`src/rtl/core/tss_div.sv`:
```
// ----------------------------------------------------------------------------
// tss_div
// Pipelined restoring divider, one quotient bit per register stage.
// The upper DenW bits of the numerator must be below the divisor.
// ----------------------------------------------------------------------------
module tss_div #(
    parameter int DenW = 12,
    parameter int QuoW = 24
) (
    input  logic                   i_clk,
    input  logic [DenW+QuoW-1:0]   i_num,
    input  logic [DenW-1:0]        i_den,
    output logic [QuoW-1:0]        o_quo
);

    logic [DenW-1:0] r_rem [QuoW];
    logic [DenW-1:0] r_den [QuoW];
    logic [QuoW-1:0] r_low [QuoW];
    logic [QuoW-1:0] r_quo [QuoW];

    for (genvar i = 0; i < QuoW; i++) begin : g_step
        logic [DenW-1:0] rem_in;
        logic [DenW-1:0] den_in;
        logic [QuoW-1:0] low_in;
        logic [QuoW-1:0] quo_in;
        logic [DenW:0]   trial;
        logic [DenW:0]   diff;
        logic [DenW-1:0] n_rem;
        logic            qbit;

        if (i == 0) begin : g_first
            assign rem_in = i_num[DenW+QuoW-1:QuoW];
            assign low_in = i_num[QuoW-1:0];
            assign den_in = i_den;
            assign quo_in = '0;
        end else begin : g_next
            assign rem_in = r_rem[i-1];
            assign low_in = r_low[i-1];
            assign den_in = r_den[i-1];
            assign quo_in = r_quo[i-1];
        end

        always_comb begin
            trial = {rem_in, low_in[QuoW-1]};
            diff  = trial - {1'b0, den_in};
            qbit  = (trial >= {1'b0, den_in});
            n_rem = qbit ? diff[DenW-1:0] : trial[DenW-1:0];
        end

        always_ff @(posedge i_clk) begin
            r_rem[i] <= n_rem;
            r_den[i] <= den_in;
            r_low[i] <= {low_in[QuoW-2:0], 1'b0};
            r_quo[i] <= {quo_in[QuoW-2:0], qbit};
        end
    end

    assign o_quo = r_quo[QuoW-1];

endmodule

```
`config.mk`:
```
export PLATFORM = sky130hd
export DESIGN_NAME = tss_div
export DESIGN_NICKNAME = d
export VERILOG_FILES = /design/src/rtl/core/tss_div.sv
export SDC_FILE = /design/constraint.sdc
export NUM_CORES = 1
export LEC_CHECK = 0
export BUFFER_PORTS_ARGS = -buffer_cell sky130_fd_sc_hd__buf_4
export CAP_MARGIN = 20
export CORE_ASPECT_RATIO = 1.1
export CORE_MARGIN = 4
export CORE_UTILIZATION = 55
export DETAILED_ROUTE_END_ITERATION = 12
export PLACE_DENSITY = 0.73
export RECOVER_POWER = 25
export SLEW_MARGIN = 15
export SYNTH_ARGS = -nofsm -noshare
export SYNTH_HDL_FRONTEND = slang
export SYNTH_SLANG_ARGS = --single-unit
```
`constraint.sdc`:
```
create_clock -name i_clk -period 3.4 [get_ports i_clk]
set_input_delay 0.17 -clock i_clk [delete_from_list [all_inputs] [get_ports i_clk]]
set_output_delay 0.17 -clock i_clk [all_outputs]
set_load 0.01 [all_outputs]
```
Yosys cells after proc, flatten, opt, wreduce, memory -nomap -nowiden --
Memory sizes are Yosys's and may differ from the RTL's. Cells that the tools add are included.
Operators by class: $add $sub $neg 24, magnitude comparators 24, multiplexer cells 24
Operators with widths (count):
- 13-bit by 12-bit >= comparator with 1-bit output | 24
- 12-bit two-way mux | 24
- 12-bit subtractor | 24
Storage, ports and cells: bits in registers 0, memory bits (writable) 1704, input port bits 49, output and inout port bits 24, memories kept 4
Memory list:
- r_quo | words 24, bits a word 24, read ports 24, clocked after memory_dff 0, wr ports 24, line 19 | logic [QuoW-1:0] r_quo [QuoW];
- r_low | words 24, bits a word 23, read ports 23, clocked after memory_dff 0, wr ports 24, line 18 | logic [QuoW-1:0] r_low [QuoW];
- r_den | words 24, bits a word 12, read ports 23, clocked after memory_dff 0, wr ports 24, line 17 | logic [DenW-1:0] r_den [QuoW];
- r_rem | words 24, bits a word 12, read ports 23, clocked after memory_dff 0, wr ports 24, line 16 | logic [DenW-1:0] r_rem [QuoW];

Depth between registers and ports, before layout --
Gate-level depths: netlist (run 1). An unclocked memory read counts as a cell.
depth in word-level cells 3, mapped depth 10

Worst setup path after synthesis (run 1) --
No wires, ideal clock.
path kind register -> register, start point memory r_den[5][1] (netlist: r_den[0][61]), end point memory r_rem[6][4] (netlist: r_rem[0][76]), library setup time 0.121 ns, arrival 2.560 ns, required time 3.279 ns, slack 0.718 ns, stages on the path, launching flop included 11, buffers on the path 1, cell sequence dfxtp_1 inv_1 ha_1 nor2b_4 o31a_1 or3_1 a21oi_2 a21oi_2 a2111oi_4 buf_6 mux2_4
RTL lines (line):
- start, declared | 17
- end, declared | 16

==> results.cfg, run 1 <==
[layout]
stdcell_area_mm2 = 0.0454
fin_util_pct = 64.3
fillCellCount = 5367
drive_above_1_share_pct = 14.1
fin_nets = 3968
syn2layout_area_growth_pct = 15.7
antennaDiodeCount = 0

[power_and_ir_drop]
intPower_uw = 33300
pwr-share-seq_pct = 38.4
comb_power_share_pct = 35.1
netSwitchingPower_uw = 14700
vdd.ir_drop.worst_mv = 0.590
fin_total_pwr_uw = 48100
power_density_mw_per_mm2 = 1060
p_leak_uw = 0.0209
pwr-share-clk_pct = 26.4
swShare_pct = 30.6

[clock_network]
hold_buffers = 48
numCtsBuffers = 106
cts_tree = built
cts_setup_buffers = 0
clock-sinks = 1128
worstSkewPairLatency_ns = 0.66
clk_pin_slew_ns = 0.06
cts_root_buf = clkbuf_16
post_cts_resized = 0
clock_path_buffers = 3
h-tree-depth = 3

[logic_synthesis]
synth_cells = 3393
yosysWarningCount = 0
netlist-cell-type-count = 53
synth.area.top_cells = dfxtp_1, ha_1, mux2_2
muxShareOfSynthArea_pct = 7.03
syn_area_mm2 = 0.0392
synth_nets = 3753
synth_simple_gate_area_share_pct = 6.47
synth_ff_type = dfxtp_1
ys_seq_area_share_pct = 57.6
synth_top_family_by_area = compound AO/OA/AOI/OAI gates
synth-compound-area-share_pct = 10.5
yosysTopAreaCellShare_pct = 57.6
syn_avg_cell_area_um2 = 11.6
synth_edf_count = 0
synth_area_leader_cell = dfxtp_1
synth-xor-area-share_pct = 4.06
synth_adder_area_share_pct = 10.4
synthArstFlopShare_pct = 0
yosys_register_bits = 1128

[floorplanning]
die_h_um = 288
dieArea_mm2 = 0.0757
io_pins = 73
core_mm2 = 0.0706
core.rowCount = 102
start_util_pct = 55.6
fp.dieW_um = 263

[sta]
worst-slew-pin-transition_ns = 0.912
finalHoldViolCount = 0
fin_crit_ns = 3.09
slew_headroom_pct = 38.9
slew_viol_final = 0
period_share_pct = 90.9
totalNegativeSetupSlack_ns = 0
setup_viol = 0
rsz0062_at_grt = no
finalClockSkew_ns = 0.0362
fmax_ghz = 0.324

[global_routing]
grt_max_degree = 21
track_usage_pct = 17.6
grt_pass1_wl_um = 112000
first_global_vias = 23800
antenna_found_initial = 0
overflow = 0

[placement]
placed_cell_area_mm2 = 0.0410
routabilityCongestion = 0.836
post-dp-hpwl_um = 47500
portBuffers = 72

[setup_path]
path_cells = inv_1 > ha_1 > a21o_1 > a21o_1 > a21oi_1 > nor2_1 > a2111oi_0 > o31ai_2 > buf_4 > mux2_2
critPathBufInv = 2
crit_path_max_fanout = 8
end_kind = flip-flop
slowest_delay_ns = 0.77
critical_path_class = flip-flop to flip-flop
path_common_cell = a21o_1
required_ns = 3.94
cpLargestDelayFamily = compound AO/OA/AOI/OAI gates
worstSetupStartpointType = flip-flop
cp_slowest_cell = a2111oi_0
worstPathArrival_ns = 3.63

[min_path]
hold_class = input pin to flip-flop

[route]
viasPerCell = 5.06
ant_nets = 0
wirelength_um = 66400
drc = 0
drt_iter0_drc = 992
drt-pass1-iter-count = 5
wire_per_inst_um = 14.3
vias = 23400

[flow_run]
cap_violations = 0

[outcome]
status = complete, no violations
==> metal layers <==
metal / track usage, % / up-vias / share of wire, %
met3: 2.81 / 152 / 3.3
met1: 20.1 / 10900 / 42
met5: 0 / - / 0
met2: 33.0 / 363 / 52
li1: - / 12000 / -
met4: 6.81 / 0 / 3.2
==> state kept, by name, summed over array words and instances, names as in the netlist <==
name / count
r_den: 276
r_low: 276
r_quo: 300
r_rem: 276
==> area by class of cell <==
class | instances | area [µm²] | share of cell area, %
Multi-Input combinational cell | 1858 | 15200 | 33.5
Clock inverter | 60 | 896 | 1.97
Clock buffer | 139 | 3000 | 6.60
Sequential cell | 1128 | 22600 | 49.7
Inverter | 374 | 1400 | 3.09
Tap cell | 936 | 1170 | 2.58
Timing Repair Buffer | 140 | 1140 | 2.52
==> logic make-up (layout without fill, tap and decap cells) <==
kind of cell | Yosys count | in the layout
AOI/OAI and AO/OA | 616 | 616
and+or+nand+nor | 502 | 502
xor gates and xnor gates | 182 | 182
adders and majority gates | 311 | 311
muxes | 247 | 247
buffers and inverters | 407 | 713
DFF | 1128 | 1128
==> cells in the final DEF, fill, tap and decap left out, types with 79 or more instances in the layout <==
master | Yosys | final
dfxtp_1 | 1128 | 1128
nand3_1 | 79 | 79
ha_1 | 288 | 288
a21oi_1 | 173 | 173
o21ai_0 | 116 | 116
xnor2_1 | 93 | 93
xor2_1 | 89 | 89
inv_1 | 374 | 374
mux2_2 | 199 | 199
nor2_1 | 119 | 119
a21o_1 | 114 | 114
clkbuf_16 | 0 | 107
nand2_1 | 82 | 82
==> synth_stat cells (2+ instances only) <==
library cell	number
dfxtp_1	1128
inv_1	374
ha_1	288
mux2_2	199
a21oi_1	173
nor2_1	119
o21ai_0	116
a21o_1	114
xnor2_1	93
xor2_1	89
nand2_1	82
nand3_1	79
nor2b_1	52
nand2b_1	43
o21a_1	42
mux2i_1	41
and3_1	33
a2111oi_0	25
a31oi_1	25
nor3_1	24
o31a_1	24
fa_1	23
o311ai_0	21
o41a_1	21
o31ai_1	18
or2_2	16
nor4_1	15
clkbuf_1	14
and2_1	13
or3_1	13
buf_4	12
o311a_1	11
mux2_4	7
a211oi_1	6
buf_2	6
nor4b_1	6
a311o_1	4
a31o_2	4
nand4_1	3
a21oi_2	2
o2111ai_1	2
o21bai_1	2
==> metrics by stage <==
step	cells	hold slack, ns	worst slack, ns
after floorplan	3393	0.198	0.718
after global placement	4383	0.274	0.334
after detailed placement	4383	0.276	0.359
after CTS	4630	0.109	0.281
after global routing	4635	0.154	0.165
final	4635	0.178	0.310
==> power by group through the flow <==
stage	sequential [µW]	clock (µW)	combinational, µW
2_1_floorplan	18100	0	13600
3_3_place_gp	18800	0	16200
3_5_place_dp	18800	0	16500
4_1_cts	18600	13100	16800
5_1_grt	18800	13600	18900
6_report	18500	12700	16900
==> worst paths after layout <==
| check | from | end | slack (ns) | depth (start not counted) |
|---|---|---|---|---|
| setup / recovery | r_den[2][54]$_DFF_P_ | r_rem[2][67]$_DFF_P_ | 0.31 | 10 |
| hold / removal | i_den[9] | r_den[0][9]$_DFF_P_ | 0.18 | 2 |
| setup reg to reg | r_den[2][54]$_DFF_P_ | r_rem[2][67]$_DFF_P_ | 0.31 | 10 |
| hold reg to reg | r_low[0][103]$_DFF_P_ | r_low[0][127]$_DFF_P_ | 0.30 | 0 |
No activity file was read; power rests on OpenSTA's default activity.
==> run 2: changes to the inputs <==
--- a/config.mk
+++ b/config.mk
@@ -7,11 +7,13 @@
 export LEC_CHECK = 0
 export BUFFER_PORTS_ARGS = -buffer_cell sky130_fd_sc_hd__buf_4
 export CAP_MARGIN = 20
+export CELL_PAD_IN_SITES_DETAIL_PLACEMENT = 0
+export CELL_PAD_IN_SITES_GLOBAL_PLACEMENT = 1
 export CORE_ASPECT_RATIO = 1.1
 export CORE_MARGIN = 4
-export CORE_UTILIZATION = 55
+export CORE_UTILIZATION = 50
 export DETAILED_ROUTE_END_ITERATION = 12
-export PLACE_DENSITY = 0.73
+export PLACE_DENSITY = 0.8
 export RECOVER_POWER = 25
 export SLEW_MARGIN = 15
 export SYNTH_ARGS = -nofsm -noshare
==> results.cfg, run 2 (synthesis results as in run 1) <==
[layout]
antennaDiodeCount = 0
final_common_cell = dfxtp_1
syn2layout_area_growth_pct = 16.4
fin_nets = 3983
drive_above_1_share_pct = 14.4
top_register = r_quo
largest_reg_flops = 300
final_cell_mix = dfxtp_1, inv_1, ha_1, mux2_2, a21oi_1
fillCellCount = 6529

[route]
wire_per_inst_um = 14.3
ant_nets = 0
viasPerCell = 4.89
drc = 0
drt_iter0_drc = 860
drt-pass1-iter-count = 7
wirelength_um = 67900
vias = 23300

[sta]
fin_crit_ns = 3.02
finalHoldViolCount = 0
rsz0062_at_grt = no
worst-slew-pin-transition_ns = 0.822
period_share_pct = 88.7
setup_viol = 0
slew_viol_final = 0
fmax_ghz = 0.332
finalClockSkew_ns = 0.0264
totalNegativeSetupSlack_ns = 0
slew_headroom_pct = 43.8

[global_routing]
track_usage_pct = 16.6
overflow = 0
antenna_found_initial = 0
grt_pass1_wl_um = 114000
grt_max_degree = 22
first_global_vias = 23800

[setup_path]
end_kind = flip-flop
critPathLaunch = i_den[1]
worstSetupStartpointType = input pin
path_cells = dlygate4sd3_1 > clkbuf_1 > inv_1 > ha_1 > nor2b_1 > o31a_1 > o21ai_0 > and2_1 > o21a_1 > o31ai_2 > mux2_2 > dlygate4sd3_1
required_ns = 3.95
critical_path_class = input pin to flip-flop
worstPathArrival_ns = 3.56
crit_path_max_fanout = 6
reg2reg_from = r_den[0][6]$_DFF_P_
slowest_delay_ns = 0.55
cp_slowest_cell = dlygate4sd3_1
path_common_cell = dlygate4sd3_1

[power_and_ir_drop]
intPower_uw = 33400
fin_total_pwr_uw = 48200
pwr-share-seq_pct = 38.3
comb_power_share_pct = 35.2
swShare_pct = 30.7
power_density_mw_per_mm2 = 1060
vdd.ir_drop.worst_mv = 0.577
netSwitchingPower_uw = 14800
p_leak_uw = 0.0210
pwr-share-clk_pct = 26.6

[clock_network]
clock_path_buffers = 3
cts_root_buf = clkbuf_16
hold_buffers = 52
worstSkewPairLatency_ns = 0.66
cts_tree = built
clk_pin_slew_ns = 0.06
numCtsBuffers = 109
clock-sinks = 1128
post_cts_resized = 0
cts_setup_buffers = 0
h-tree-depth = 3

[floorplanning]
fp.dieW_um = 275
die_h_um = 302
core.rowCount = 107
core_mm2 = 0.0776
start_util_pct = 50.5
dieArea_mm2 = 0.0830
io_pins = 73

[flow_run]
cap_violations = 0

[placement]
post-dp-hpwl_um = 49600
portBuffers = 72
routabilityCongestion = 0.812

[min_path]
min_from = i_num[20]
hold_class = input pin to flip-flop

[outcome]
status = complete, no violations
-- run 2: cell types whose count changed in the layout (fill, tap and decap cells not counted), sizes merged --
cell         previous run  this run
clkinvlp                5         9
inv                   382       387
buf                    57        65
bufinv                 20        18
clkbuf                174       173
dlygate4sd3            48        52
clkinv                 27        29
-- run 2: power groups by stage --
stage	clock, µW	combinational, µW	sequential, µW
6_report	12800	17000	18500
5_1_grt	13800	19000	18800
4_1_cts	13200	17000	18600
3_5_place_dp	0	16800	18800
3_3_place_gp	0	16600	18800
2_1_floorplan	0	13600	18100
-- run 2: worst paths after layout --
check,endpoint,slack [ns],cells past startpoint
worst max-delay path,r_rem[0][11]$_DFF_P_,0.38,12
worst min-delay path,r_low[0][20]$_DFF_P_,0.17,2
worst max register to register,r_rem[0][15]$_DFF_P_,0.40,9
worst min register to register,r_quo[1][158]$_DFF_P_,0.31,0
-- run 2: routing by layer --
metal | vias to the layer above | wire length (µm) | GRT usage, %
met5 | - | 0 | 0
met4 | 0 | 1590 | 5.35
met3 | 112 | 2310 | 2.83
met2 | 291 | 35400 | 30.9
met1 | 10800 | 28600 | 19.4
li1 | 12100 | - | -
-- run 2: cell type report --
class / instances / area [µm²] / area share, %
sequential: 1128 / 22600 / 49.4
multi-input combinational: 1858 / 15200 / 33.3
clock buffer: 138 / 3050 / 6.68
inverter: 374 / 1400 / 3.07
tap: 1035 / 1290 / 2.84
timing repair buffer: 152 / 1240 / 2.72
clock inverter: 69 / 907 / 1.99
-- run 2: critical path, delay by kind of cell --
| kind | cells | cell delay (ns) |
|---|---|---|
| buffers and inverters | 4 | 1.37 |
| adder cells (fa/ha/maj) | 1 | 0.30 |
| AO/OA/AOI/OAI | 4 | 0.92 |
| multiplexers | 1 | 0.39 |
| AND/OR/NAND/NOR | 2 | 0.41 |
-- run 2: through the flow --
stage          hold slack [ns]  setup WS (ns)  cells  utilization (%)  area, µm²
6_report                 0.167          0.385   4754             58.8      45700
5_1_grt                  0.146          0.213   4754             58.8      45700
2_1_floorplan            0.198          0.718   3393                -      39200
4_1_cts                  0.101          0.309   4752             58.8      45600
3_3_place_gp             0.275          0.346   4492             53.0      41200
3_5_place_dp             0.276          0.332   4493             53.0      41200
