[config.mk]
export PLATFORM = sky130hd
export DESIGN_NAME = tss_setup
export DESIGN_NICKNAME = d
export VERILOG_FILES = /design/src/rtl/core/tss_pkg.sv /design/src/rtl/core/tss_setup.sv
export SDC_FILE = /design/constraint.sdc
export NUM_CORES = 1
export LEC_CHECK = 0
export ABC_AREA = 1
export BUFFER_PORTS_ARGS = -buffer_cell sky130_fd_sc_hd__buf_4
export CELL_PAD_IN_SITES_DETAIL_PLACEMENT = 1
export CELL_PAD_IN_SITES_GLOBAL_PLACEMENT = 1
export CORE_ASPECT_RATIO = 2
export CORE_MARGIN = 5
export CORE_UTILIZATION = 38
export DETAILED_ROUTE_END_ITERATION = 8
export PLACE_DENSITY_LB_ADDON = 0.1
export SYNTH_ARGS = -nofsm -noshare
export SYNTH_HDL_FRONTEND = slang
export SYNTH_SLANG_ARGS = --single-unit
[constraint.sdc]
create_clock -name i_clk -period 5.35 [get_ports i_clk]
set_clock_uncertainty 0.2 [all_clocks]
set_input_delay 0.2675 -clock i_clk [delete_from_list [all_inputs] [get_ports i_clk]]
set_output_delay 0.2675 -clock i_clk [all_outputs]
set_load 0.02 [all_outputs]
[src/rtl/core/tss_pkg.sv]
// ----------------------------------------------------------------------------
// tss_pkg
// Types and fixed widths shared by the triangle scanline span pipeline.
// ----------------------------------------------------------------------------
package tss_pkg;

    localparam int CoordBits = 12;
    localparam int DepthBits = 24;
    localparam int FracBits  = 8;
    // quotient bits needed by both the x and the depth divisions
    localparam int QuoBits   = (CoordBits + FracBits > DepthBits) ?
                               (CoordBits + FracBits) : DepthBits;
    localparam int NumBits   = CoordBits + QuoBits;

    typedef struct packed {
        logic signed [CoordBits-1:0] vertex0_x;
        logic signed [CoordBits-1:0] vertex0_y;
        logic        [DepthBits-1:0] vertex0_depth;
        logic signed [CoordBits-1:0] vertex1_x;
        logic signed [CoordBits-1:0] vertex1_y;
        logic        [DepthBits-1:0] vertex1_depth;
        logic signed [CoordBits-1:0] vertex2_x;
        logic signed [CoordBits-1:0] vertex2_y;
        logic        [DepthBits-1:0] vertex2_depth;
        logic signed [CoordBits-1:0] scan_row;
    } t_in_word;

    typedef struct packed {
        logic                        row_inside;
        logic signed [CoordBits-1:0] edge_a_x;
        logic signed [CoordBits-1:0] edge_b_x;
        logic        [DepthBits-1:0] edge_a_depth;
        logic        [DepthBits-1:0] edge_b_depth;
        logic                        degenerate;
    } t_out_word;

    typedef struct packed {
        logic signed [CoordBits-1:0] x;
        logic signed [CoordBits-1:0] y;
        logic        [DepthBits-1:0] dep;
    } t_vtx;

    typedef struct packed {
        logic signed [CoordBits-1:0] xs;
        logic signed [CoordBits:0]   dx;
        logic        [DepthBits-1:0] ds;
        logic signed [DepthBits:0]   dd;
        logic        [CoordBits-1:0] h;
    } t_edge;

    typedef struct packed {
        logic                        vld;
        logic                        on_row;
        logic                        degen;
        logic                        swap;
        logic        [CoordBits-1:0] d;
        t_edge                       ea;
        t_edge                       eb;
    } t_setup;

    typedef struct packed {
        logic                        on_row;
        logic                        degen;
        logic                        swap;
        logic signed [CoordBits-1:0] xs_a;
        logic signed [CoordBits-1:0] xs_b;
        logic        [DepthBits-1:0] ds_a;
        logic        [DepthBits-1:0] ds_b;
        logic                        nx_a;
        logic                        nx_b;
        logic                        nd_a;
        logic                        nd_b;
    } t_meta;

endpackage

[src/rtl/core/tss_setup.sv]
// ----------------------------------------------------------------------------
// tss_setup
// Two stages: vertex sort by y, then half selection and edge set-up.
// ----------------------------------------------------------------------------
module tss_setup (
    input  logic              i_clk,
    input  logic              i_rst_n,
    input  logic              i_vld,
    input  tss_pkg::t_in_word i_word,
    output tss_pkg::t_setup   o_setup
);

    localparam int CB = tss_pkg::CoordBits;

    function automatic tss_pkg::t_edge make_edge(tss_pkg::t_vtx s, tss_pkg::t_vtx e,
                                                 logic [CB-1:0] h);
        tss_pkg::t_edge r;
        r.xs = s.x;
        r.dx = {e.x[CB-1], e.x} - {s.x[CB-1], s.x};
        r.ds = s.dep;
        r.dd = {1'b0, e.dep} - {1'b0, s.dep};
        r.h  = h;
        return r;
    endfunction

    // stage a: sort
    tss_pkg::t_vtx v0, v1, v2, lo, hi, sa, sb, sc, t;
    logic          all_eq;

    always_comb begin
        v0 = '{x: i_word.vertex0_x, y: i_word.vertex0_y, dep: i_word.vertex0_depth};
        v1 = '{x: i_word.vertex1_x, y: i_word.vertex1_y, dep: i_word.vertex1_depth};
        v2 = '{x: i_word.vertex2_x, y: i_word.vertex2_y, dep: i_word.vertex2_depth};
        all_eq = (v0.y == v1.y) && (v1.y == v2.y);
        lo = v0;
        if (v1.x < lo.x) begin
            lo = v1;
        end
        if (v2.x < lo.x) begin
            lo = v2;
        end
        hi = v0;
        if (v1.x > hi.x) begin
            hi = v1;
        end
        if (v2.x > hi.x) begin
            hi = v2;
        end
        sa = v0;
        sb = v1;
        sc = v2;
        t  = sa;
        if (sa.y > sb.y) begin
            t = sa; sa = sb; sb = t;
        end
        if (sb.y > sc.y) begin
            t = sb; sb = sc; sc = t;
        end
        if (sa.y > sb.y) begin
            t = sa; sa = sb; sb = t;
        end
    end

    logic                        r_a_vld;
    logic                        r_a_eq;
    tss_pkg::t_vtx               r_a_v0, r_a_v1, r_a_v2, r_a_lo, r_a_hi;
    logic signed [CB-1:0]        r_a_row;

    always_ff @(posedge i_clk) begin
        if (!i_rst_n) begin
            r_a_vld <= 1'b0;
        end else begin
            r_a_vld <= i_vld;
        end
        r_a_eq  <= all_eq;
        r_a_v0  <= sa;
        r_a_v1  <= sb;
        r_a_v2  <= sc;
        r_a_lo  <= lo;
        r_a_hi  <= hi;
        r_a_row <= i_word.scan_row;
    end

    // stage b: pick the half and both edges
    tss_pkg::t_setup  n_setup;
    logic             upper;
    logic signed [CB:0] d_up, d_lo, ha_up, ha_lo, hb;

    always_comb begin
        d_up  = {r_a_row[CB-1], r_a_row} - {r_a_v0.y[CB-1], r_a_v0.y};
        d_lo  = {r_a_v2.y[CB-1], r_a_v2.y} - {r_a_row[CB-1], r_a_row};
        ha_up = {r_a_v1.y[CB-1], r_a_v1.y} - {r_a_v0.y[CB-1], r_a_v0.y};
        ha_lo = {r_a_v2.y[CB-1], r_a_v2.y} - {r_a_v1.y[CB-1], r_a_v1.y};
        hb    = {r_a_v2.y[CB-1], r_a_v2.y} - {r_a_v0.y[CB-1], r_a_v0.y};
        upper = (r_a_v0.y < r_a_v1.y) && (r_a_row <= r_a_v1.y);
        n_setup.vld   = r_a_vld;
        n_setup.degen = r_a_eq;
        if (r_a_eq) begin
            // flat span: zero slopes so the edges come out at their start vertex
            n_setup.on_row = (r_a_row == r_a_v0.y);
            n_setup.swap   = 1'b0;
            n_setup.d      = '0;
            n_setup.ea     = make_edge(r_a_lo, r_a_lo, CB'(1));
            n_setup.eb     = make_edge(r_a_hi, r_a_hi, CB'(1));
        end else if (upper) begin
            n_setup.on_row = (r_a_row >= r_a_v0.y) && (r_a_row <= r_a_v2.y);
            n_setup.swap   = 1'b0;
            n_setup.d      = d_up[CB-1:0];
            n_setup.ea     = make_edge(r_a_v0, r_a_v1, ha_up[CB-1:0]);
            n_setup.eb     = make_edge(r_a_v0, r_a_v2, hb[CB-1:0]);
        end else begin
            n_setup.on_row = (r_a_row >= r_a_v0.y) && (r_a_row <= r_a_v2.y);
            n_setup.swap   = (r_a_v0.y == r_a_v1.y);
            n_setup.d      = d_lo[CB-1:0];
            n_setup.ea     = make_edge(r_a_v2, r_a_v1, ha_lo[CB-1:0]);
            n_setup.eb     = make_edge(r_a_v2, r_a_v0, hb[CB-1:0]);
        end
    end

    tss_pkg::t_setup r_setup;

    always_ff @(posedge i_clk) begin
        if (!i_rst_n) begin
            r_setup.vld <= 1'b0;
        end else begin
            r_setup.vld <= n_setup.vld;
        end
        r_setup.on_row <= n_setup.on_row;
        r_setup.degen  <= n_setup.degen;
        r_setup.swap   <= n_setup.swap;
        r_setup.d      <= n_setup.d;
        r_setup.ea     <= n_setup.ea;
        r_setup.eb     <= n_setup.eb;
    end

    assign o_setup = r_setup;

endmodule

== Word level (Yosys, flattened, before mapping) ==
Cells that the tools add are included.

* Input port bits: 159
* Logic and storage cells: 80
* Flip-flop bits (word level): 418
* Output and inout bits: 188

* Magnitude comparators: 11
* Mux-type cells: 13
* Add/subtract/negate cells: 17
* Reductions and logical operators: 4
* Equality and inequality tests: 4

{| class="wikitable"
|+ Operator list
! cell !! number
|-
| 2-to-1 mux 48 bit || 10
|-
| 2-to-1 mux 184 bit || 1
|-
| 2-to-1 mux 172 bit || 1
|-
| subtractor 24 x 24 -> 25 bit || 6
|-
| subtractor 12 x 12 -> 13 bit || 6
|-
| > comparator 12 bit || 5
|-
| subtractor 12 bit || 5
|-
| equality test 12 bit || 4
|-
| less-than comparator 12 bit || 3
|-
| <= comparator 12 bit || 2
|-
| >= comparator 12 bit || 1
|-
| logical AND 1 bit || 3
|-
| OR reduction 2 bit || 1
|-
| 2-to-1 mux 1 bit || 1
|}

== Depth between registers and ports, before layout ==
Gate-level depths: netlist of run 1.

* Word-level depth: 6
* Gate-level depth with buffers: 39

== Worst setup path after synthesis of run 1 ==
OpenSTA, ideal clock, no wires.

* Kind: input -> register
* Start point: input i_word[95] (netlist bit)
* End point: register r_a_v1[44] (netlist bit)
* Stages: 38
* Arrival time: 4.833 ns
* Required time: 5.092 ns
* Slack: 0.258 ns
* Cells stage by stage: inv_1 ha_1 nand2_1 inv_1 nand3_1 nor2_1 nand2_1 nand2_1 xnor2_1 nand2_1 inv_2 clkbuf_1 nand2_1 o21ai_1 ha_1 inv_1 a21oi_1 o21ai_0 [... 2 more ...] xnor2_1 nand2_1 inv_2 clkbuf_1 o21ai_1 ha_1 nand4_1 inv_1 nand2_1 o2111ai_1 or2_1 a21o_1 buf_2 inv_2 buf_2 buf_2 nand3_1 nand2_1

{| class="wikitable"
|+ RTL lines
! what !! line !! RTL
|-
| from (decl) || tss_setup.sv:9 || <nowiki>input tss_pkg::t_in_word i_word,</nowiki>
|-
| to (signal assigned) || tss_setup.sv:77 || <nowiki>r_a_v1 <= sb;</nowiki>
|-
| to (decl) || tss_setup.sv:66 || <nowiki>tss_pkg::t_vtx r_a_v0, r_a_v1, r_a_v2, r_a_lo, r_a_hi;</nowiki>
|}

==> impl_metrics.tcl, run 1 <==
set metrics [dict create \
    wirelength_um 113000 \
    min_path_cells 6 \
    timing.final.setup_violations 0 \
    critPathMaxFanout 21 \
    critical_path.endpoint_type "register" \
    syn_area_um2 25800 \
    multi_input_comb_area_um2 15400 \
    synth_area_per_cell_um2 6.90 \
    synth-warning-count 0 \
    combinational_family_with_the_most_area_after_synthesis "simple AND/OR/NAND/NOR gates" \
    initial_utilization 0.383 \
    setup_repair_after_global_routing_missed_its_margin "true" \
    worst_setup_hold_path_clk_slew_ns 0.06 \
    place_worst_setup_slack_ns -0.119 \
    status "completed" \
    synth_enable_flop_cells 0 \
    path_class "in -> reg" \
    routed-wl-met2_um 59900 \
    stdcell_count 5264 \
    cts.htree.levels 2 \
    io_buffers 346 \
    setup.worst_path.start_class "input port" \
    die_w_um 194 \
    drc_errors 0 \
    clk_path_buf_depth 3 \
    most_frequent_cell_after_synthesis "sky130_fd_sc_hd__nand2_1" \
    boundaryPins 347 \
    grtUsageTotal 0.291 \
    clock_sink_count 418 \
    rows 135 \
    drt_pre_antenna_iters 7 \
    detailedPlacementHpwl_um 87100 \
    grt_first_pass_wirelength_um 166000 \
    worst_min_delay_path_endpoint "r_a_v1[34]$_DFF_P_" \
    worstRegToRegCells 25 \
    synth_seq_area_share 0.324 \
    critical_path_arrival_ns 5.42 \
    drt_iter0_markers 934 \
    synth_adder_area_share 0.129 \
    crit_path_frequent_cell "sky130_fd_sc_hd__nand2_1" \
    core-area_um2 67600 \
    timing.rr.end "o_setup[118]$_DFF_P_" \
    nets 4755 \
    route.antenna.remaining_nets 0 \
    leading_cell_types_by_count_after_synthesis "sky130_fd_sc_hd__nand2_1 (1,060), sky130_fd_sc_hd__dfxtp_1 (418), sky130_fd_sc_hd__inv_1 (400)" \
    final-max-slew-violation-count 0 \
    design.die.area_um2 73600 \
    yosys_register_bits 418 \
    antenna_violations_before_repair 4 \
    fmax_mhz 195 \
    reg2reg_from "r_a_v1[24]$_DFF_P_" \
    numPlacedInstances 4950 \
    post_synthesis_instance_total 3747 \
    worstMarginPinSlew_ns 0.845 \
    syn_nets 4166 \
    synth-xor-area-share 0.0356 \
    synth_top_area_cell "sky130_fd_sc_hd__dfxtp_1" \
    cp_slowest_cell "sky130_fd_sc_hd__dlygate4sd3_1" \
    fin_tns_setup_ns 0 \
    first_global_vias 29400 \
    globalplace.congestion 0.944 \
    post-route-period-util 0.959 \
    register_area_um2 8370 \
    synth_compound_area_frac 0.149 \
    post_route_cells_drive_above_1_share 0.147 \
    report.final.hold_viol_count 0 \
    vias 27800 \
    avgViaCountPerCell 5.28 \
    clock_root_cell "sky130_fd_sc_hd__clkbuf_16" \
    distinct_cell_type_count_of_the_synthesized_netlist 47 \
    die_h_um 379 \
    postSynth.asyncResetShare 0 \
    min_period_ns 5.13 \
    hp-class "in -> reg" \
    final_core_utilization 0.502 \
    wire_per_inst_um 21.5 \
    worstHoldStart "i_word[142]" \
    dr.max_layer_used "met5" \
    fillers 8608 \
    wl_met1_um 40300 \
    timing.critical_path.required_ns 5.64 \
    tritoncts "built" \
    maxSlewHeadroom 0.431 \
    met3RoutedLength_um 4010 \
    synth_top_flop_cell "sky130_fd_sc_hd__dfxtp_1" \
    slowest_delay_ns 0.55 \
    synth_top_cells_by_area "sky130_fd_sc_hd__dfxtp_1 (32%), sky130_fd_sc_hd__nand2_1 (15%), sky130_fd_sc_hd__ha_1 (12%)" \
    register_to_register_path_setup_slack_ns 0.33 \
    yosys.area_share.simple 0.275 \
    setup_ws_ns 0.220 \
    synth.top_cell.area_share 0.324 \
    timing.max_cap.violations 0 \
    grt_remaining_overflow 0 \
    synth.area.mux_share 0 \
    tritoncts.num_buffers 42 \
    pin_count_of_the_biggest_net_entering_global_routing 99 \
    worst_skew_pair.late_latency_ns 0.62 \
    areaGrowthSynthToFinish_pct 31.1 \
]
[kinds of logic after synthesis]
group	Yosys count
flip-flops	418
adder cells (fa/ha/maj)	260
AO/OA/AOI/OAI	696
buffers and inverters	560
XOR/XNOR	105
AND/OR/NAND/NOR	1708
[worst max-delay path: cells and delay by family]
family | cells | cell delay (ns)
buffers and inverters | 8 | 1.53
xor gates and xnor gates | 2 | 0.30
AOI/OAI and AO/OA | 8 | 1.10
and+or+nand+nor | 14 | 1.54
adders and majority gates | 3 | 0.68
[routing by layer]
layer | vias to the layer above | track usage
li1 | 13400 | -
met1 | 13300 | 0.285
met2 | 755 | 0.565
met3 | 280 | 0.0314
met4 | 2 | 0.196
met5 | - | 0
[flip-flops by register name (all words and copies together), names as in the netlist]
signal   cells
o_setup    188
r_a_row     12
r_a_v2      48
r_a_hi      36
r_a_v0      48
r_a_eq       1
r_a_lo      36
r_a_v1      48
r_a_vld      1
[placed cells by master (no fill, tap or decap), drive strengths merged, types with 4 or more instances in the layout]
cell and instances:
a211oi 5, a21boi 7, a21o 14, a21oi 246, a31oi 47, buf 475, clkbuf 61, clkinv 14
clkinvlp 4, dfxtp 418, diode 4, dlygate4sd3 217, fa 11, ha 249, inv 410, nand2 1064
nand3 342, nand4 22, nor2 212, nor3 15, nor4 8, o2111ai 15, o211ai 30, o21a 9
o21ai 298, o21bai 8, o221ai 7, o31ai 4, or2 39, xnor2 24, xor2 81
[timing repair]
item	CTS	global route
hold buffers	217	0
resized for setup	0	45
hold endpoints to repair	216	0
endpoints found under the setup margin	0	114
setup buffers	0	9
[metrics by stage]
step,hold slack [ns],cell area (µm²)
global placement,0.173,29900
detailed placement,0.174,29900
floorplan,0.0952,25800
finish,0.0224,33900
global route,0.0352,33900
CTS,0.00477,33500
[area by class of cell]
class / count / share of cell area
multi-input cells: 2769 / 0.454
flip-flops and latches: 418 / 0.247
repair buffers: 698 / 0.179
inverters: 406 / 0.0459
clock buffers: 55 / 0.0339
well taps: 890 / 0.0329
clock inverters: 23 / 0.00668
diodes: 4 / 0.000295
repair inverters: 1 / 0.000258
[how the worst max path moves through the flow]
stage          depth (start not counted)  startpoint                  to
2_1_floorplan                         38  i_word[95]  r_a_v1[44]$_DFF_P_
3_3_place_gp                          35  i_word[93]  r_a_v1[47]$_DFF_P_
3_5_place_dp                          35  i_word[95]  r_a_v1[16]$_DFF_P_
4_1_cts                               34  i_word[84]  r_a_v1[21]$_DFF_P_
5_1_grt                               35  i_word[84]   r_a_v0[5]$_DFF_P_
6_report                              35  i_word[84]   r_a_v1[9]$_DFF_P_
Power of run 1 is left out: the tool's default activity adds up to more than one toggle a clock period on the data nets, which glitch-free logic cannot reach.
==> inputs of run 2 (changes only) <==
CORE_UTILIZATION = 45   (was 38)
clock period = 6.11 ns   (was 5.35 ns; I/O delays follow)
==> run 2 against run 1 <==
Die area decreased by 15%; non-clock buffer count shrank 41; core utilization is 8.1 points higher; final cell count shrank 3.3%; first-iteration DRC count rose by 70%; via count rose by 4.0%; critical path depth stayed put; worst hold slack improved by 0.0094 ns; critical endpoint is now r_a_v0[20]$_DFF_P_; sequential share of layout area rose by 0.46 points; clock-buffer cell count decreased by 9; worst setup slack gained 0.021 ns; wire length rose by 6.7%.
==> impl_metrics.tcl, run 2 (synthesis gave the netlist of run 1 again) <==
set metrics [dict create \
    detailedPlacementHpwl_um 85300 \
    critPathMaxFanout 44 \
    post-route-period-util 0.960 \
    slowest_delay_ns 0.54 \
    timing.critical_path.from "i_word[94]" \
    critical_path_cell_count 35 \
    pin_count_of_the_biggest_net_entering_global_routing 97 \
    status "completed" \
    critical_path_arrival_ns 6.20 \
    maxSlewHeadroom 0.251 \
    clk_path_buf_depth 3 \
    timing.critical_path.buf_inv 8 \
    wirelength_um 121000 \
    place_worst_setup_slack_ns 0.0307 \
    timing.rr.end "o_setup[118]$_DFF_P_" \
    core-area_um2 57100 \
    design.die.area_um2 62600 \
    tritoncts "built" \
    grtUsageTotal 0.367 \
    antenna_violations_before_repair 7 \
    clock_root_cell "sky130_fd_sc_hd__clkbuf_16" \
    post_route_cells_drive_above_1_share 0.137 \
    path_class "in -> reg" \
    io_buffers 346 \
    areaGrowthSynthToFinish_pct 28.7 \
    critical_path.endpoint_type "register" \
    nets 4714 \
    vias 28900 \
    wire_per_inst_um 23.7 \
    route.antenna.remaining_nets 0 \
    critPathTopFamily "simple AND/OR/NAND/NOR gates" \
    final-max-slew-violation-count 0 \
    drt_pre_antenna_iters 5 \
    worstRegToRegCells 26 \
    setup.worst_path.start_class "input port" \
    first_global_vias 31300 \
    register_to_register_path_setup_slack_ns 0.57 \
    setup_ws_ns 0.241 \
    initial_utilization 0.453 \
    worstSetupEndpoint "r_a_v0[20]$_DFF_P_" \
    drt_iter0_markers 1584 \
    fin_worst_hold_slack_ns 0.0318 \
    tritoncts.num_buffers 41 \
    worst_setup_hold_path_clk_slew_ns 0.07 \
    die_h_um 349 \
    fmax_mhz 170 \
    timing.critical_path.required_ns 6.44 \
    min_period_ns 5.87 \
    timing.max_cap.violations 0 \
    layout.cells.most_common "sky130_fd_sc_hd__nand2_1" \
    crit_path_frequent_cell "sky130_fd_sc_hd__nand2_1" \
    timing.final.setup_violations 0 \
    boundaryPins 347 \
    drc_errors 0 \
    globalplace.congestion 1.03 \
    report.final.hold_viol_count 0 \
    rows 124 \
    worstMarginPinSlew_ns 1.12 \
    hp-class "in -> reg" \
    clock_sink_count 418 \
    final_cell_mix "sky130_fd_sc_hd__nand2_1 (1,054), sky130_fd_sc_hd__buf_4 (442), sky130_fd_sc_hd__dfxtp_1 (417)" \
    reg2reg_from "r_a_v1[24]$_DFF_P_" \
    worst_skew_pair.late_latency_ns 0.59 \
    cts.htree.levels 2 \
    avgViaCountPerCell 5.68 \
    largest_reg_flops 188 \
    die_w_um 179 \
    grt_first_pass_wirelength_um 181000 \
    grt_remaining_overflow 0 \
    cp_slowest_cell "sky130_fd_sc_hd__dlygate4sd3_1" \
]
## run 2: cell types whose count changed in the layout (fill, tap and decap cells not counted), moves of 6 or more
cell	delta
sky130_fd_sc_hd__buf_4	-17
sky130_fd_sc_hd__buf_12	-10
sky130_fd_sc_hd__bufinv_16	+9
sky130_fd_sc_hd__dlygate4sd3_1	-9
sky130_fd_sc_hd__nand2_2	-7
sky130_fd_sc_hd__ha_1	+6
sky130_fd_sc_hd__ha_4	-6
sky130_fd_sc_hd__inv_6	-6
sky130_fd_sc_hd__nand2_1	+6
## run 2: per-stage QoR
step / cells / util / setup TNS (ns) / area (µm²)
2_1_floorplan: 3747 / - / 0 / 25800
3_3_place_gp: 4786 / 0.515 / 0 / 29400
3_5_place_dp: 4786 / 0.515 / 0 / 29400
4_1_cts: 5069 / 0.579 / 0 / 33000
5_1_grt: 5087 / 0.583 / -0.520 / 33300
6_report: 5090 / 0.583 / 0 / 33300
## run 2: layer usage
metal	vias up	routed length [µm]	GRT usage
met3	413	6000	0.0492
met2	1163	62800	0.694
met5	-	27	0
met1	14000	41100	0.363
met4	4	10700	0.268
li1	13400	-	-
## run 2: repair_timing
| action | in CTS | in global routing |
|---|---|---|
| gates resized for setup | 0 | 23 |
| hold endpoints to repair | 208 | 0 |
| buffers inserted | 0 | 10 |
| hold buffers | 208 | 0 |
| endpoints found under the setup margin | 0 | 111 |
## run 2: area by class of cell
class / instances / area [µm²]
fillers: 7439 / 23800
multi-input cells: 2770 / 15300
flip-flops and latches: 418 / 8370
repair buffers: 657 / 5560
inverters: 406 / 1550
clock buffers: 46 / 1060
well taps: 756 / 946
clock inverters: 29 / 469
diodes: 7 / 17.5
repair inverters: 1 / 7.51
## run 2: worst min-delay path by stage
stage	to	depth (start not counted)	start	slack [ns]
2_1_floorplan	o_setup[185]$_DFF_P_	0	r_a_eq$_DFF_P_	0.13
3_3_place_gp	o_setup[187]$_SDFF_PN0_	2	r_a_vld$_SDFF_PN0_	0.21
3_5_place_dp	r_a_row[4]$_DFF_P_	1	i_word[4]	0.21
4_1_cts	r_a_v1[47]$_DFF_P_	5	i_word[155]	0.0001
5_1_grt	r_a_v2[27]$_DFF_P_	5	i_word[135]	0.06
6_report	r_a_v2[28]$_DFF_P_	5	i_word[136]	0.03
## run 2: tightest hold or removal path: cells and delay by family
family | cells | cell delay [ns]
AND/OR/NAND/NOR | 3 | 0.25
AO/OA/AOI/OAI | 1 | 0.11
buffers and inverters | 1 | 0.10
Power of run 2 is left out for the same reason.
==> inputs of run 3 (changes only) <==
--- a/config.mk
+++ b/config.mk
@@ -11,5 +11,5 @@
 export CELL_PAD_IN_SITES_GLOBAL_PLACEMENT = 1
 export CORE_ASPECT_RATIO = 2
-export CORE_MARGIN = 5
+export CORE_MARGIN = 2
 export CORE_UTILIZATION = 45
 export DETAILED_ROUTE_END_ITERATION = 8
==> constraint.sdc (replaced) <==
create_clock -name i_clk -period 6.11 [get_ports i_clk]
set_clock_uncertainty 0.2 [all_clocks]
set_input_delay 0 -clock i_clk [delete_from_list [all_inputs] [get_ports i_clk]]
set_output_delay 0 -clock i_clk [all_outputs]
set_load 0.02 [all_outputs]
==> run 3 against run 2 <==
The flow now finishes with violations (negative setup slack); die area shrank 5.0%; wire length grew 7.6%; cell area grew 2.6%; final cell count grew 1.7%; first-iteration DRC count grew 27%; register-to-register slack gained 0.17 ns; worst hold slack gained 0.0097 ns; critical path type unchanged; largest cell class unchanged.
==> impl_metrics.tcl, run 3 (synthesis gave the netlist of run 1 again) <==
set metrics [dict create \
    wire_per_inst_um 25.1 \
    grt_first_pass_wirelength_um 189000 \
    clk_path_buf_depth 3 \
    report.final.hold_viol_count 0 \
    detailedPlacementHpwl_um 83100 \
    crit_path_frequent_cell "sky130_fd_sc_hd__nand2_1" \
    critical_path_arrival_ns 6.55 \
    worst_setup_hold_path_clk_slew_ns 0.07 \
    design.die.area_um2 59500 \
    avgViaCountPerCell 5.87 \
    timing.critical_path.required_ns 6.37 \
    worstHoldStart "i_word[127]" \
    clock_sink_count 418 \
    setup_ws_ns -0.174 \
    hp-class "in -> reg" \
    timing.critical_path.from "i_word[86]" \
    stdcell_area_um2 34100 \
    globalplace.congestion 1.04 \
    route.antenna.remaining_nets 0 \
    min_period_ns 6.28 \
    nets 4798 \
    first_global_vias 32500 \
    maxSlewHeadroom 0.269 \
    numPlacedInstances 4783 \
    post_route_cells_drive_above_1_share 0.137 \
    fmax_mhz 159 \
    setup.worst_path.start_class "input port" \
    worstMarginPinSlew_ns 1.10 \
    stdcell_count 5175 \
    layout.cells.most_common "sky130_fd_sc_hd__nand2_1" \
    slowest_delay_ns 0.59 \
    areaGrowthSynthToFinish_pct 32.1 \
    grt_remaining_overflow 0 \
    die_h_um 343 \
    clock_root_cell "sky130_fd_sc_hd__clkbuf_16" \
    critPathMaxFanout 24 \
    path_class "in -> reg" \
    post-route-period-util 1.03 \
    cts.htree.levels 2 \
    wirelength_um 130000 \
    reg2reg_from "r_a_v1[24]$_DFF_P_" \
    tritoncts.num_buffers 42 \
    tritoncts "built" \
    timing.final.setup_violations 7 \
    critical_path.endpoint_type "register" \
    timing.max_cap.violations 0 \
    drt_pre_antenna_iters 6 \
    vias 30400 \
    antenna_violations_before_repair 9 \
    pin_count_of_the_biggest_net_entering_global_routing 97 \
    drc_errors 0 \
    initial_utilization 0.454 \
    placed_area_um2 29400 \
    boundaryPins 347 \
    drt_iter0_markers 2012 \
    io_buffers 346 \
    cp_slowest_cell "sky130_fd_sc_hd__dlygate4sd3_1" \
    violations "negative setup slack" \
    grtUsageTotal 0.412 \
    final_cell_mix "sky130_fd_sc_hd__nand2_1 (1,051), sky130_fd_sc_hd__buf_4 (431), sky130_fd_sc_hd__dfxtp_1 (417)" \
    final-max-slew-violation-count 0 \
    rows 124 \
    status "finished, violations left" \
    worst_skew_pair.late_latency_ns 0.62 \
    fillers 7319 \
    die_w_um 173 \
    core-area_um2 56900 \
    largest_reg_flops 188 \
]
==> run 3: cell count changes in the layout (fill, tap and decap cells not counted), sizes merged <==
cell / delta
dlygate4sd3: +85
buf: -7
inv: +7
bufinv: -6
clkbuf: +6
a21o: -1
clkinvlp: +1
diode: -1
dlymetal6s4s: +1
==> run 3: cell type report <==
cell class,count,area [µm²],area share
Inverter,406,1550,0.0454
Clock inverter,27,330,0.00967
Multi-Input combinational cell,2769,15300,0.449
Clock buffer,51,1130,0.0332
Antenna cell,6,15.0,0.000440
Sequential cell,418,8370,0.245
Timing Repair inverter,5,40.0,0.00117
Tap cell,756,946,0.0277
Timing Repair Buffer,737,6420,0.188
==> run 3: per-stage QoR <==
| stage | TNS (ns) | utilization | hold WS (ns) | setup WS, ns |
|---|---|---|---|---|
| 2_1_floorplan | 0 | - | -0.172 | 1.29 |
| 3_3_place_gp | 0 | 0.516 | -0.0946 | 0.352 |
| 3_5_place_dp | 0 | 0.516 | -0.0944 | 0.176 |
| 4_1_cts | 0 | 0.594 | 0.0166 | 0.0235 |
| 5_1_grt | -7.95 | 0.600 | 0.0742 | -0.393 |
| 6_report | -0.997 | 0.600 | 0.0415 | -0.174 |
==> run 3: path summary, 6_finish.rpt <==
check                                          endpoint  slack (ns)  cells past startpoint
worst min-delay path                 r_a_hi[19]$_DFF_P_        0.04                      4
worst max register to register     o_setup[118]$_DFF_P_        0.74                     27
worst max-delay path                 r_a_v1[28]$_DFF_P_       -0.17                     33
worst min register to register  o_setup[187]$_SDFF_PN0_        0.23                      2
==> run 3: timing repair <==
action | in CTS | in global routing
hold buffers | 294 | 0
gates resized for setup | 0 | 49
endpoints found under the setup margin | 0 | 128
buffers inserted | 0 | 6
endpoints found under the hold margin | 231 | 0
==> run 3: per-layer routing <==
metal,GRT usage,vias up,share of wire
met5,0,-,0.00033
met4,0.359,6,0.11
met3,0.0677,648,0.065
met2,0.750,1550,0.49
met1,0.403,14600,0.33
li1,-,13500,-
==> run 3: worst max-delay path: cells and delay by family <==
family / cells / cell delay [ns]
and+or+nand+nor: 10 / 1.34
buffers and inverters: 8 / 2.02
adders and majority gates: 3 / 0.94
xor gates and xnor gates: 2 / 0.47
AOI/OAI and AO/OA: 10 / 1.77
Power of run 3 is left out for the same reason.
